`src/sv/wcfc_pkg.sv`:
```
// Shared types, constants and codes for the coarse/fine wiper calibration core.
// No dependencies; every other file in this folder imports this package.
`timescale 1ns / 1ps

package wcfc_pkg;

  // Wiper positions the search covers, and derived widths.
  localparam int unsigned POSITION_COUNT = 256;
  localparam int unsigned POS_CLOG = $clog2(POSITION_COUNT);
  localparam int unsigned PROBE_W = (POS_CLOG > 9) ? POS_CLOG : 9;

  localparam logic [PROBE_W-1:0] LAST_POSITION = PROBE_W'(POSITION_COUNT - 1);
  localparam logic [PROBE_W:0]   POSITION_LIMIT = (PROBE_W + 1)'(POSITION_COUNT);

  localparam int unsigned SAMPLE_W = 10;
  localparam int unsigned WIPER_W  = 8;
  localparam int unsigned STEP_W   = 7;
  localparam int unsigned DIST_W   = 11;
  localparam int unsigned CFG_IDX_W  = 2;
  localparam int unsigned CFG_DATA_W = 10;

  localparam logic [WIPER_W-1:0]  WIPER_MAX      = 8'd255;
  localparam logic [WIPER_W-1:0]  START_POSITION = 8'd128;
  localparam logic [DIST_W-1:0]   DIST_NONE      = 11'd2047;
  localparam logic [SAMPLE_W-1:0] ERROR_MAX      = 10'd1023;

  localparam logic [SAMPLE_W-1:0] TARGET_RESET = 10'd512;
  localparam logic [STEP_W-1:0]   STEP_RESET   = 7'd4;
  localparam logic [STEP_W-1:0]   RADIUS_RESET = 7'd4;

  typedef enum logic {
    OP_START  = 1'b0,
    OP_SAMPLE = 1'b1
  } opcode_e;

  typedef enum logic [CFG_IDX_W-1:0] {
    CFG_TARGET = 2'd0,
    CFG_STEP   = 2'd1,
    CFG_RADIUS = 2'd2,
    CFG_NONE   = 2'd3
  } cfg_idx_e;

  typedef enum logic [2:0] {
    PH_IDLE   = 3'b001,
    PH_COARSE = 3'b010,
    PH_FINE   = 3'b100
  } phase_e;

  typedef struct packed {
    logic [SAMPLE_W-1:0] target_code;
    logic [STEP_W-1:0]   coarse_step;
    logic [STEP_W-1:0]   fine_radius;
  } cfg_t;

  typedef struct packed {
    phase_e             phase;
    logic [PROBE_W-1:0] probe_position;
    logic [PROBE_W-1:0] fine_end;
    logic [WIPER_W-1:0] best_position;
    logic [DIST_W-1:0]  best_distance;
  } state_t;

  typedef struct packed {
    opcode_e             opcode;
    logic [SAMPLE_W-1:0] adc_sample;
  } req_t;

  typedef struct packed {
    logic [WIPER_W-1:0]  wiper_position;
    logic                busy_res;
    logic                done_res;
    logic [SAMPLE_W-1:0] best_error;
  } rsp_t;

  // Saturate a probe position to the wiper command range.
  function automatic logic [WIPER_W-1:0] sat_wiper(input logic [PROBE_W-1:0] p);
    sat_wiper = (p > PROBE_W'(WIPER_MAX)) ? WIPER_MAX : p[WIPER_W-1:0];
  endfunction

endpackage

```
`src/sv/wcfc_cfg_regs.sv`:
```
// Configuration register file: target code, coarse step and fine radius.
// Depends on wcfc_pkg.
`timescale 1ns / 1ps

module wcfc_cfg_regs (
  input  logic                             clk_i,
  input  logic                             rst_ni,
  input  logic                             cfg_valid_i,
  output logic                             cfg_ready_o,
  input  logic [wcfc_pkg::CFG_IDX_W-1:0]   cfg_index_i,
  input  logic [wcfc_pkg::CFG_DATA_W-1:0]  cfg_data_i,
  output wcfc_pkg::cfg_t                   cfg_o
);
  import wcfc_pkg::*;

  cfg_t cfg_q, cfg_d;

  assign cfg_ready_o = 1'b1;
  assign cfg_o       = cfg_q;

  always_comb begin
    cfg_d = cfg_q;
    if (cfg_valid_i) begin
      case (cfg_idx_e'(cfg_index_i))
        CFG_TARGET: cfg_d.target_code = cfg_data_i[SAMPLE_W-1:0];
        CFG_STEP:   cfg_d.coarse_step = cfg_data_i[STEP_W-1:0];
        CFG_RADIUS: cfg_d.fine_radius = cfg_data_i[STEP_W-1:0];
        default:    cfg_d = cfg_q;
      endcase
    end
  end

  always_ff @(posedge clk_i or negedge rst_ni) begin
    if (!rst_ni) begin
      cfg_q.target_code <= TARGET_RESET;
      cfg_q.coarse_step <= STEP_RESET;
      cfg_q.fine_radius <= RADIUS_RESET;
    end else begin
      cfg_q <= cfg_d;
    end
  end

endmodule

```
`src/sv/wcfc_step.sv`:
```
// Single-pass search step: distance, best update, probe advance, result.
// Purely combinational; depends on wcfc_pkg.
`timescale 1ns / 1ps

module wcfc_step (
  input  wcfc_pkg::cfg_t   cfg_i,
  input  wcfc_pkg::state_t state_i,
  input  wcfc_pkg::req_t   req_i,
  output wcfc_pkg::state_t state_o,
  output wcfc_pkg::rsp_t   rsp_o
);
  import wcfc_pkg::*;

  logic [SAMPLE_W-1:0] distance;
  logic                better;
  logic [WIPER_W-1:0]  best_pos_n;
  logic [DIST_W-1:0]   best_dist_n;
  logic [STEP_W-1:0]   step;
  logic [PROBE_W:0]    next_coarse;
  logic [PROBE_W-1:0]  win_lo;
  logic [PROBE_W:0]    win_hi_raw;
  logic [PROBE_W-1:0]  win_hi;
  logic [PROBE_W-1:0]  next_fine;

  // Distance and best update shared by both passes.
  always_comb begin
    distance = (req_i.adc_sample >= cfg_i.target_code) ?
               (req_i.adc_sample - cfg_i.target_code) :
               (cfg_i.target_code - req_i.adc_sample);
    better      = {1'b0, distance} < state_i.best_distance;
    best_pos_n  = better ? sat_wiper(state_i.probe_position) : state_i.best_position;
    best_dist_n = better ? {1'b0, distance} : state_i.best_distance;
  end

  // Coarse advance and fine window around the updated best.
  always_comb begin
    step        = (cfg_i.coarse_step == '0) ? STEP_W'(1) : cfg_i.coarse_step;
    next_coarse = {1'b0, state_i.probe_position} + (PROBE_W + 1)'(step);
    win_lo      = (best_pos_n > WIPER_W'(cfg_i.fine_radius)) ?
                  PROBE_W'(best_pos_n - WIPER_W'(cfg_i.fine_radius)) : '0;
    win_hi_raw  = (PROBE_W + 1)'(best_pos_n) + (PROBE_W + 1)'(cfg_i.fine_radius);
    win_hi      = (win_hi_raw > {1'b0, LAST_POSITION}) ? LAST_POSITION :
                  win_hi_raw[PROBE_W-1:0];
    next_fine   = state_i.probe_position + PROBE_W'(1);
  end

  always_comb begin
    state_o = state_i;
    rsp_o.wiper_position = state_i.best_position;
    rsp_o.busy_res       = 1'b0;
    rsp_o.done_res       = 1'b0;

    if (req_i.opcode == OP_START) begin
      state_o.phase          = PH_COARSE;
      state_o.probe_position = '0;
      state_o.fine_end       = '0;
      state_o.best_position  = START_POSITION;
      state_o.best_distance  = DIST_NONE;
      rsp_o.wiper_position   = '0;
      rsp_o.busy_res         = 1'b1;
    end else begin
      case (state_i.phase)
        PH_COARSE: begin
          state_o.best_position = best_pos_n;
          state_o.best_distance = best_dist_n;
          if (next_coarse < POSITION_LIMIT) begin
            state_o.probe_position = next_coarse[PROBE_W-1:0];
          end else begin
            state_o.probe_position = win_lo;
            state_o.fine_end       = win_hi;
            state_o.phase          = PH_FINE;
          end
          rsp_o.wiper_position = sat_wiper(state_o.probe_position);
          rsp_o.busy_res       = 1'b1;
        end
        PH_FINE: begin
          state_o.best_position = best_pos_n;
          state_o.best_distance = best_dist_n;
          if (state_i.probe_position < state_i.fine_end) begin
            state_o.probe_position = next_fine;
            rsp_o.wiper_position   = sat_wiper(next_fine);
            rsp_o.busy_res         = 1'b1;
          end else begin
            state_o.phase        = PH_IDLE;
            rsp_o.wiper_position = best_pos_n;
            rsp_o.done_res       = 1'b1;
          end
        end
        default: begin
          state_o = state_i;
        end
      endcase
    end

    rsp_o.best_error = state_o.best_distance[DIST_W-1] ? ERROR_MAX :
                       state_o.best_distance[SAMPLE_W-1:0];
  end

endmodule

```
`src/sv/wiper_coarse_fine_calibration_core.sv`:
```
// Coarse/fine wiper calibration core: request register, search step, result register.
// Requests go request register -> search step -> result register; 1 request/cycle unless
// out_stall_i holds it, set by the search step that updates the state on every request.
// The request register doubles as a skid stage while a result waits downstream.
// Reset (async, active low): idle, best position 128, no distance seen, default config.
`timescale 1ns / 1ps

module wiper_coarse_fine_calibration_core (
  input  logic                             clk_i,
  input  logic                             rst_ni,
  // request channel
  input  logic                             in_valid_i,
  output logic                             in_stall_o,
  input  logic                             opcode_i,
  input  logic [wcfc_pkg::SAMPLE_W-1:0]    adc_sample_i,
  // result channel
  output logic                             out_valid_o,
  input  logic                             out_stall_i,
  output logic [wcfc_pkg::WIPER_W-1:0]     wiper_position_o,
  output logic                             busy_res_o,
  output logic                             done_res_o,
  output logic [wcfc_pkg::SAMPLE_W-1:0]    best_error_o,
  // configuration write channel
  input  logic                             cfg_valid_i,
  output logic                             cfg_ready_o,
  input  logic [wcfc_pkg::CFG_IDX_W-1:0]   cfg_index_i,
  input  logic [wcfc_pkg::CFG_DATA_W-1:0]  cfg_data_i
);
  import wcfc_pkg::*;

  cfg_t   cfg;
  state_t state_q, state_d;
  req_t   req_q;
  rsp_t   rsp_q, rsp_d;
  logic   req_vld_q;
  logic   rsp_vld_q;
  logic   advance;
  logic   take_req;

  wcfc_cfg_regs u_cfg_regs (
    .clk_i       (clk_i),
    .rst_ni      (rst_ni),
    .cfg_valid_i (cfg_valid_i),
    .cfg_ready_o (cfg_ready_o),
    .cfg_index_i (cfg_index_i),
    .cfg_data_i  (cfg_data_i),
    .cfg_o       (cfg)
  );

  wcfc_step u_step (
    .cfg_i   (cfg),
    .state_i (state_q),
    .req_i   (req_q),
    .state_o (state_d),
    .rsp_o   (rsp_d)
  );

  // Advance the held request into the result register when that slot frees up.
  assign advance    = req_vld_q && (!rsp_vld_q || !out_stall_i);
  // Hold off new requests only while the request register is full and cannot drain.
  assign in_stall_o = req_vld_q && !advance;
  assign take_req   = in_valid_i && !in_stall_o;

  always_ff @(posedge clk_i or negedge rst_ni) begin
    if (!rst_ni) begin
      req_vld_q <= 1'b0;
      rsp_vld_q <= 1'b0;
      state_q.phase          <= PH_IDLE;
      state_q.probe_position <= '0;
      state_q.fine_end       <= '0;
      state_q.best_position  <= START_POSITION;
      state_q.best_distance  <= DIST_NONE;
    end else begin
      if (take_req) begin
        req_vld_q <= 1'b1;
      end else if (advance) begin
        req_vld_q <= 1'b0;
      end
      if (advance) begin
        rsp_vld_q <= 1'b1;
        state_q   <= state_d;
      end else if (!out_stall_i) begin
        rsp_vld_q <= 1'b0;
      end
    end
  end

  // Payload registers: no reset needed.
  always_ff @(posedge clk_i) begin
    if (take_req) begin
      req_q.opcode     <= opcode_e'(opcode_i);
      req_q.adc_sample <= adc_sample_i;
    end
    if (advance) begin
      rsp_q <= rsp_d;
    end
  end

  assign out_valid_o      = rsp_vld_q;
  assign wiper_position_o = rsp_q.wiper_position;
  assign busy_res_o       = rsp_q.busy_res;
  assign done_res_o       = rsp_q.done_res;
  assign best_error_o     = rsp_q.best_error;

endmodule
```
`config.mk`:
```
export PLATFORM = sky130hd
export DESIGN_NAME = wiper_coarse_fine_calibration_core
export DESIGN_NICKNAME = d
export VERILOG_FILES = /design/src/sv/wcfc_pkg.sv /design/src/sv/wcfc_cfg_regs.sv /design/src/sv/wcfc_step.sv /design/src/sv/wiper_coarse_fine_calibration_core.sv
export SDC_FILE = /design/constraint.sdc
export NUM_CORES = 1
export LEC_CHECK = 0
export BUFFER_PORTS_ARGS = -buffer_cell sky130_fd_sc_hd__buf_2
export CORE_MARGIN = 3
export CORE_UTILIZATION = 46
export DETAILED_ROUTE_END_ITERATION = 10
export HOLD_SLACK_MARGIN = 0.08
export PLACE_DENSITY = 0.74
export SETUP_SLACK_MARGIN = 0.5
export SLEW_MARGIN = 20
export SYNTH_ARGS = -nofsm -noshare
export SYNTH_HDL_FRONTEND = slang
export SYNTH_SLANG_ARGS = --single-unit
```
`constraint.sdc`:
```
create_clock -name clk_i -period 6.7 [get_ports clk_i]
set_input_delay 0.67 -clock clk_i [delete_from_list [all_inputs] [get_ports clk_i]]
set_output_delay 0.67 -clock clk_i [all_outputs]
set_load 0.01 [all_outputs]
```
==> results of run 1 <==
==> placed cells by master (no fill, tap or decap), types with 9 or more instances in the layout <==
cell	synthesis	layout
and3_1	9	9
a21oi_2	0	9
o21ai_1	2	9
clkbuf_16	0	9
nand3_1	17	15
buf_2	4	49
a21oi_1	48	37
nand2_1	62	60
a31oi_1	22	21
mux2_2	20	18
xnor2_1	16	12
buf_4	1	49
mux2i_1	12	10
o21ai_0	67	60
dfrtp_1	50	50
inv_1	78	74
ha_1	61	53
edfxtp_1	31	31
nor2_1	54	52
dfstp_2	16	16
nand4_1	9	9
a21o_1	15	15
==> per-layer routing <==
metal | up-vias | GRT usage | share of wire
li1 | 2979 | - | -
met1 | 3064 | 0.335 | 0.45
met2 | 285 | 0.344 | 0.44
met3 | 52 | 0.0540 | 0.082
met4 | 0 | 0.0850 | 0.029
met5 | - | 0 | 0
==> flip-flops by register name, indices dropped and copies added (netlist names) <==
signal / count
best_error_o: 10
u_cfg_regs.cfg_o: 24
req_vld_q: 1
state_q: 40
wiper_position_o: 8
req_q: 11
out_valid_o: 1
busy_res_o: 1
done_res_o: 1
==> report_power, final <==
group,switching [uW],total (uW),internal (uW)
clock network,234,497,262
logic,1350,2350,1000
registers,175,961,786
total,1760,3810,2050
==> metrics by stage <==
step	setup WS (ns)	instances	cell area (um2)	total power (uW)
5_1_grt	0.268	1051	8540	4030
4_1_cts	0.503	1028	8000	3400
6_report	0.510	1051	8540	3810
3_3_place_gp	0.229	1004	7600	2820
2_1_floorplan	0.529	785	7120	2250
3_5_place_dp	0.172	1004	7600	2820
==> synth_stat cells (all sizes together) (4+ instances only) <==
| library cell | number |
|---|---|
| o31ai | 4 |
| a2111oi | 5 |
| nor3 | 9 |
| dfstp | 16 |
| mux2i | 12 |
| nand3b | 4 |
| o21bai | 8 |
| nor2b | 6 |
| nand4 | 9 |
| o21a | 5 |
| o21ai | 69 |
| a31oi | 22 |
| fa | 5 |
| mux2 | 21 |
| edfxtp | 31 |
| a21o | 15 |
| xor2 | 9 |
| o211ai | 8 |
| nor2 | 55 |
| nor4 | 9 |
| nand3 | 17 |
| ha | 61 |
| a21oi | 48 |
| nand2b | 8 |
| a211oi | 8 |
| dfrtp | 50 |
| inv | 78 |
| clkbuf | 29 |
| buf | 8 |
| and3 | 10 |
| nand2 | 62 |
| xnor2 | 16 |
| and2 | 6 |
| o22a | 4 |
| or3 | 6 |
==> worst paths after layout <==
kind                       slack, ns              endpoint       startpoint
setup / recovery                0.51   wiper_position_o[3]         req_q[0]
hold / removal                  0.48              req_q[7]  adc_sample_i[7]
setup reg to reg                0.51   wiper_position_o[3]         req_q[0]
hold reg to reg                 0.49           state_q[27]      state_q[27]
max in group asynchronous       5.59  u_cfg_regs.cfg_o[21]           rst_ni
min in group asynchronous       0.52           state_q[24]           rst_ni
==> logic make-up (layout without fill, tap and decap cells) <==
kind of cell,after synthesis,in the layout
AO/OA/AOI/OAI,235,235
XOR/XNOR,25,25
adder cells (fa/ha/maj),66,66
buffers and inverters,116,198
flip-flops,97,97
multiplexers,33,33
other,1,1
AND/OR/NAND/NOR,212,212
==> final cells by class <==
cell class	count	share of cell area
Tap cell	184	0.0269
Clock buffer	12	0.0288
Sequential cell	97	0.305
Clock inverter	4	0.00322
Multi-Input combinational cell	572	0.523
Timing Repair Buffer	103	0.0783
Inverter	79	0.0347
==> what timing repair did <==
action / CTS / global route
pin swaps: 6 / 43
setup endpoints to repair: 22 / 24
buffers inserted: 8 / 23
resized for setup: 12 / 83
==> impl_metrics.yaml, run 1 <==
run_status:
  status: "finished, final reports clean"
cts:
  cts_made_buffers: 9
  hold_buffers: 0
  htreeDepth: 3
  clk_latency_ns: 0.36
  clkSlewWorstSetupHoldPaths_ns: 0.07
  cts.sinks: 97
  cts_root_buf: "clkbuf_16"
  cts_tree: "built"
  cts.path.max_buffers: 2
sta:
  tightest_slew_ns: 1.01
  rsz0062_at_grt: "yes"
  finalSetupTns_ns: 0
  finalClockSkew_ns: 0.0115
  fmax_mhz: 162
  timing.final.max_slew_violations: 0
  fin_crit_ns: 6.19
  whs_ns: 0.480
  hold_viol_final: 0
  relSlewSlack: 0.321
  period_share: 0.924
  setup_viol: 0
critical_path:
  critPathRequiredTime_ns: 6.79
  arrival_ns: 6.28
  cp-start-kind: "register"
  cp.buffers_inverters: 6
  worstSetupPathType: "register to register"
  critPathCaptureType: "register"
  worstRegToRegCells: 26
  crit_family: "compound AO/OA/AOI/OAI gates"
  crit_cells: 26
  cpPeakStageDelay_ns: 0.45
  crit_fanout: 8
  crit_path_top_delay_cell: "a2111oi_4"
floorplan:
  start_util: 0.480
  die_h_um: 130
  die-width_um: 130
  io_pins: 51
  rows: 44
  die_area_um2: 17000
  core-area_um2: 14800
yosys:
  synth-xor-area-share: 0.0308
  yosys_warnings: 0
  synth-async-reset-ratio: 0.680
  synth_fa_ha_area_frac: 0.122
  syn_inst: 785
  synth_cell_types: 74
  synth_compound_area_frac: 0.219
  synth_top_family_by_area: "compound AO/OA/AOI/OAI gates"
  synth_top_area_cell: "dfrtp_1"
  synth_edf_count: 31
  ys_seq_elements: 97
  synth.avg_cell_area_um2: 9.05
  synth_fp_nets: 879
  synth-seq-area-share: 0.366
  synth.area.top_cells: "dfrtp_1 (18%), edfxtp_1 (13%), ha_1 (11%), dfstp_2 (5.9%), o21ai_0 (4.7%)"
  synth-simple-area-share: 0.146
  ys.flop_type: "dfrtp_1"
  synth_top_area_share: 0.176
  synthMuxAreaShare: 0.0507
  synthesis.area_um2: 7110
pwr:
  pwr_density_cell_nw_per_um2: 445
  peakVddDrop_mv: 0.231
  power.leakage_uw: 0.00375
global_routing:
  grt_pass1_wl_um: 30800
  grt_pass1_vias: 5980
  grt_max_degree: 67
  grt_use_total: 0.233
  overflow: 0
  antenna_found_initial: 0
detailed_routing:
  vias_per_cell: 6.07
  drtPass1Iterations: 5
  first_iter_violations: 747
  drc: 0
  vias: 6380
  avgRoutedWirePerCell_um: 19.2
  ant_nets: 0
  wl_um: 20200
place:
  port_buffers: 49
  dp_hpwl_um: 14200
  gp_congestion: 0.964
finish:
  multi_input_area_um2: 4470
  nets: 956
  fin_util: 0.577
  area_delta_synth_final_pct: 20.2
  drive_above_1_share: 0.266
  n_antenna_cell: 0
  fillers: 1284
  seq_area_um2: 2600
flow_run:
  max_cap_violations: 0
hold_path:
  hold_class: "input port to register"
  hold_path_depth: 1
(Power assumes the default switching activity.)
==> inputs of run 2 (changes only) <==
--- a/config.mk
+++ b/config.mk
@@ -7,12 +7,13 @@
 export LEC_CHECK = 0
 export BUFFER_PORTS_ARGS = -buffer_cell sky130_fd_sc_hd__buf_2
 export CORE_MARGIN = 3
-export CORE_UTILIZATION = 46
+export CORE_UTILIZATION = 56
 export DETAILED_ROUTE_END_ITERATION = 10
 export HOLD_SLACK_MARGIN = 0.08
-export PLACE_DENSITY = 0.74
+export PLACE_DENSITY = 0.86
 export SETUP_SLACK_MARGIN = 0.5
 export SLEW_MARGIN = 20
 export SYNTH_ARGS = -nofsm -noshare
 export SYNTH_HDL_FRONTEND = slang
+export SYNTH_HIERARCHICAL = 1
 export SYNTH_SLANG_ARGS = --single-unit
==> run 2 against run 1 <==
Effect of this change: hold slack improved by 0.00068 ns; critical path depth is 3 higher; final area fell by 6.3%; largest cell class unchanged; maximum frequency increased by 2.4%; sequential share of layout area grew 2.1 points; first-iteration DRC count fell by 4.1%; routed wire length is 12% lower; core utilization up 8.1 points; total power increased by 0.66%; sequential power rose by 1%; clock-buffer cell count unchanged; combinational power hardly changed.
==> impl_metrics.yaml, run 2 <==
critical_path:
  cp_common_cell: "ha_1"
  crit_fanout: 10
  critPathRequiredTime_ns: 6.80
  cpPeakStageDelay_ns: 0.46
  worstSetupPathType: "register to register"
  cp-start-kind: "register"
  crit_path_top_delay_cell: "a311o_2"
  critPathCaptureType: "register"
  arrival_ns: 6.14
pwr:
  pwr_density_cell_nw_per_um2: 478
  power.leakage_uw: 0.00354
  peakVddDrop_mv: 0.189
  power.total_uw: 3830
place:
  dpl-instance-area_um2: 7330
  port_buffers: 49
  dp_hpwl_um: 12500
  gp_congestion: 0.964
  dp_slack_ns: 0.125
yosys:
  synth-simple-area-share: 0.109
  synth_top_family_by_area: "compound AO/OA/AOI/OAI gates"
  synth.most_common_cell: "inv_1"
  synth_compound_area_frac: 0.174
  synth-xor-area-share: 0.0349
  synth-async-reset-ratio: 0.680
  synth_top_area_share: 0.178
  yosys_warnings: 6
  synth.area.top_cells: "dfrtp_1 (18%), edfxtp_1 (13%), ha_1 (11%), mux2_2 (9.9%), dfstp_2 (6.0%)"
  synth_top_area_cell: "dfrtp_1"
  syn_inst: 699
  synthesis.area_um2: 7030
  synth_common_cells: "inv_1 (69), mux2_2 (62), ha_1 (61), dfrtp_1 (50), nand2_1 (46)"
  synth.avg_cell_area_um2: 10.1
  synth_fp_nets: 793
  synth_cell_types: 72
  synthMuxAreaShare: 0.125
  ys_seq_elements: 97
  synth_edf_count: 31
  synth_fa_ha_area_frac: 0.123
  synth-seq-area-share: 0.370
  ys.flop_type: "dfrtp_1"
floorplan:
  rows: 40
  die_h_um: 118
  die-width_um: 118
  die_area_um2: 13900
  io_pins: 51
  core-area_um2: 12200
  start_util: 0.578
finish:
  multi_input_area_um2: 4170
  final_common_cell: "inv_1"
  largest_reg_flops: 40
  fillers: 929
  layout_common_cells: "inv_1 (68), mux2_2 (62), ha_1 (52), buf_2 (49), dfrtp_1 (49)"
  area_delta_synth_final_pct: 13.9
  seq_area_um2: 2600
  nets: 847
  largest-register: "state_q"
  drive_above_1_share: 0.296
  stdcell_area_um2: 8010
  n_antenna_cell: 0
global_routing:
  grt_use_total: 0.248
  grt_pass1_vias: 5487
  grt_max_degree: 67
  overflow: 0
  grt_pass1_wl_um: 27800
  antenna_found_initial: 0
sta:
  timing.final.max_slew_violations: 0
  finalClockSkew_ns: 0.00511
  setup_ws_ns: 0.655
  tightest_slew_ns: 1.11
  whs_ns: 0.481
  period_share: 0.902
  hold_viol_final: 0
  fin_crit_ns: 6.04
  fmax_mhz: 165
  finalSetupTns_ns: 0
  relSlewSlack: 0.257
  rsz0062_at_grt: "no"
  setup_viol: 0
cts:
  cts_tree: "built"
  cts.sinks: 97
  htreeDepth: 3
  cts_root_buf: "clkbuf_16"
  cts_made_buffers: 9
  clkSlewWorstSetupHoldPaths_ns: 0.07
  cts.path.max_buffers: 2
  hold_buffers: 0
  clk_latency_ns: 0.36
detailed_routing:
  wl_um: 17700
  drc: 0
  vias_per_cell: 6.16
  drtPass1Iterations: 5
  ant_nets: 0
  vias: 5704
  avgRoutedWirePerCell_um: 19.1
  first_iter_violations: 716
run_status:
  status: "finished, final reports clean"
flow_run:
  max_cap_violations: 0
hold_path:
  hold_class: "input port to register"
-- run 2: cell count changes after synthesis, sizes merged, moves of 8 or more --
cell,change
clkbuf,-8
a21boi,+11
mux2,+45
and3,-8
o21ai,-34
a21oi,-14
nor2,-19
inv,-9
nand2,-16
-- run 2: kinds of logic after synthesis --
kind of cell | count (synthesis)
simple gates | 151
other cells | 1
xor+xnor | 28
mux | 79
flops | 97
compound gates | 173
fa+ha+maj | 66
buf+inv | 104
-- run 2: routing by layer --
layer / vias up / wire (um) / track usage
li1: 2601 / - / -
met1: 2757 / 7650 / 0.338
met2: 296 / 8240 / 0.384
met3: 50 / 1310 / 0.0548
met4: 0 / 494 / 0.100
met5: - / 0 / 0
-- run 2: final cells by class --
type,count,share of cell area
Inverter,69,0.0323
Sequential cell,97,0.325
Tap cell,168,0.0263
Clock inverter,4,0.00656
Clock buffer,12,0.0308
Timing Repair Buffer,78,0.0583
Multi-Input combinational cell,498,0.521
-- run 2: worst paths after layout --
path / startpoint / endpoint / slack (ns) / cells past startpoint
max: u_cfg_regs/cfg_o[14] / wiper_position_o[1] / 0.66 / 29
min: adc_sample_i[2] / req_q[2] / 0.48 / 1
max reg2reg: u_cfg_regs/cfg_o[14] / wiper_position_o[1] / 0.66 / 29
min reg2reg: req_vld_q / out_valid_o / 0.50 / 1
max in group asynchronous: rst_ni / u_cfg_regs/cfg_o[15] / 5.57 / 2
min in group asynchronous: rst_ni / state_q[11] / 0.50 / 2
-- run 2: what timing repair did --
item,4_1_cts,5_1_grt
pin swaps,6,16
buffers inserted,8,16
cloned,0,0
resized for setup,4,41
endpoints found under the setup margin,24,25
-- run 2: report_power, final --
part	switching, uW	leakage (uW)	internal (uW)
logic	1280	0.00230	1050
registers	166	0.00109	807
clock network	227	0.000147	300
total	1670	0.00354	2160
-- run 2: through the flow --
stage,util,cells
finish,0.658,926
global route,0.658,926
CTS,0.634,910
detailed placement,0.603,886
global placement,0.603,886
floorplan,-,699
-- run 2: critical path, delay by kind of cell (launching register included) --
kind	cells	cell delay (ns)
xor gates and xnor gates	1	0.20
AOI/OAI and AO/OA	11	2.36
DFF	1	0.40
buffers and inverters	5	0.62
and+or+nand+nor	7	0.84
adders and majority gates	5	1.33
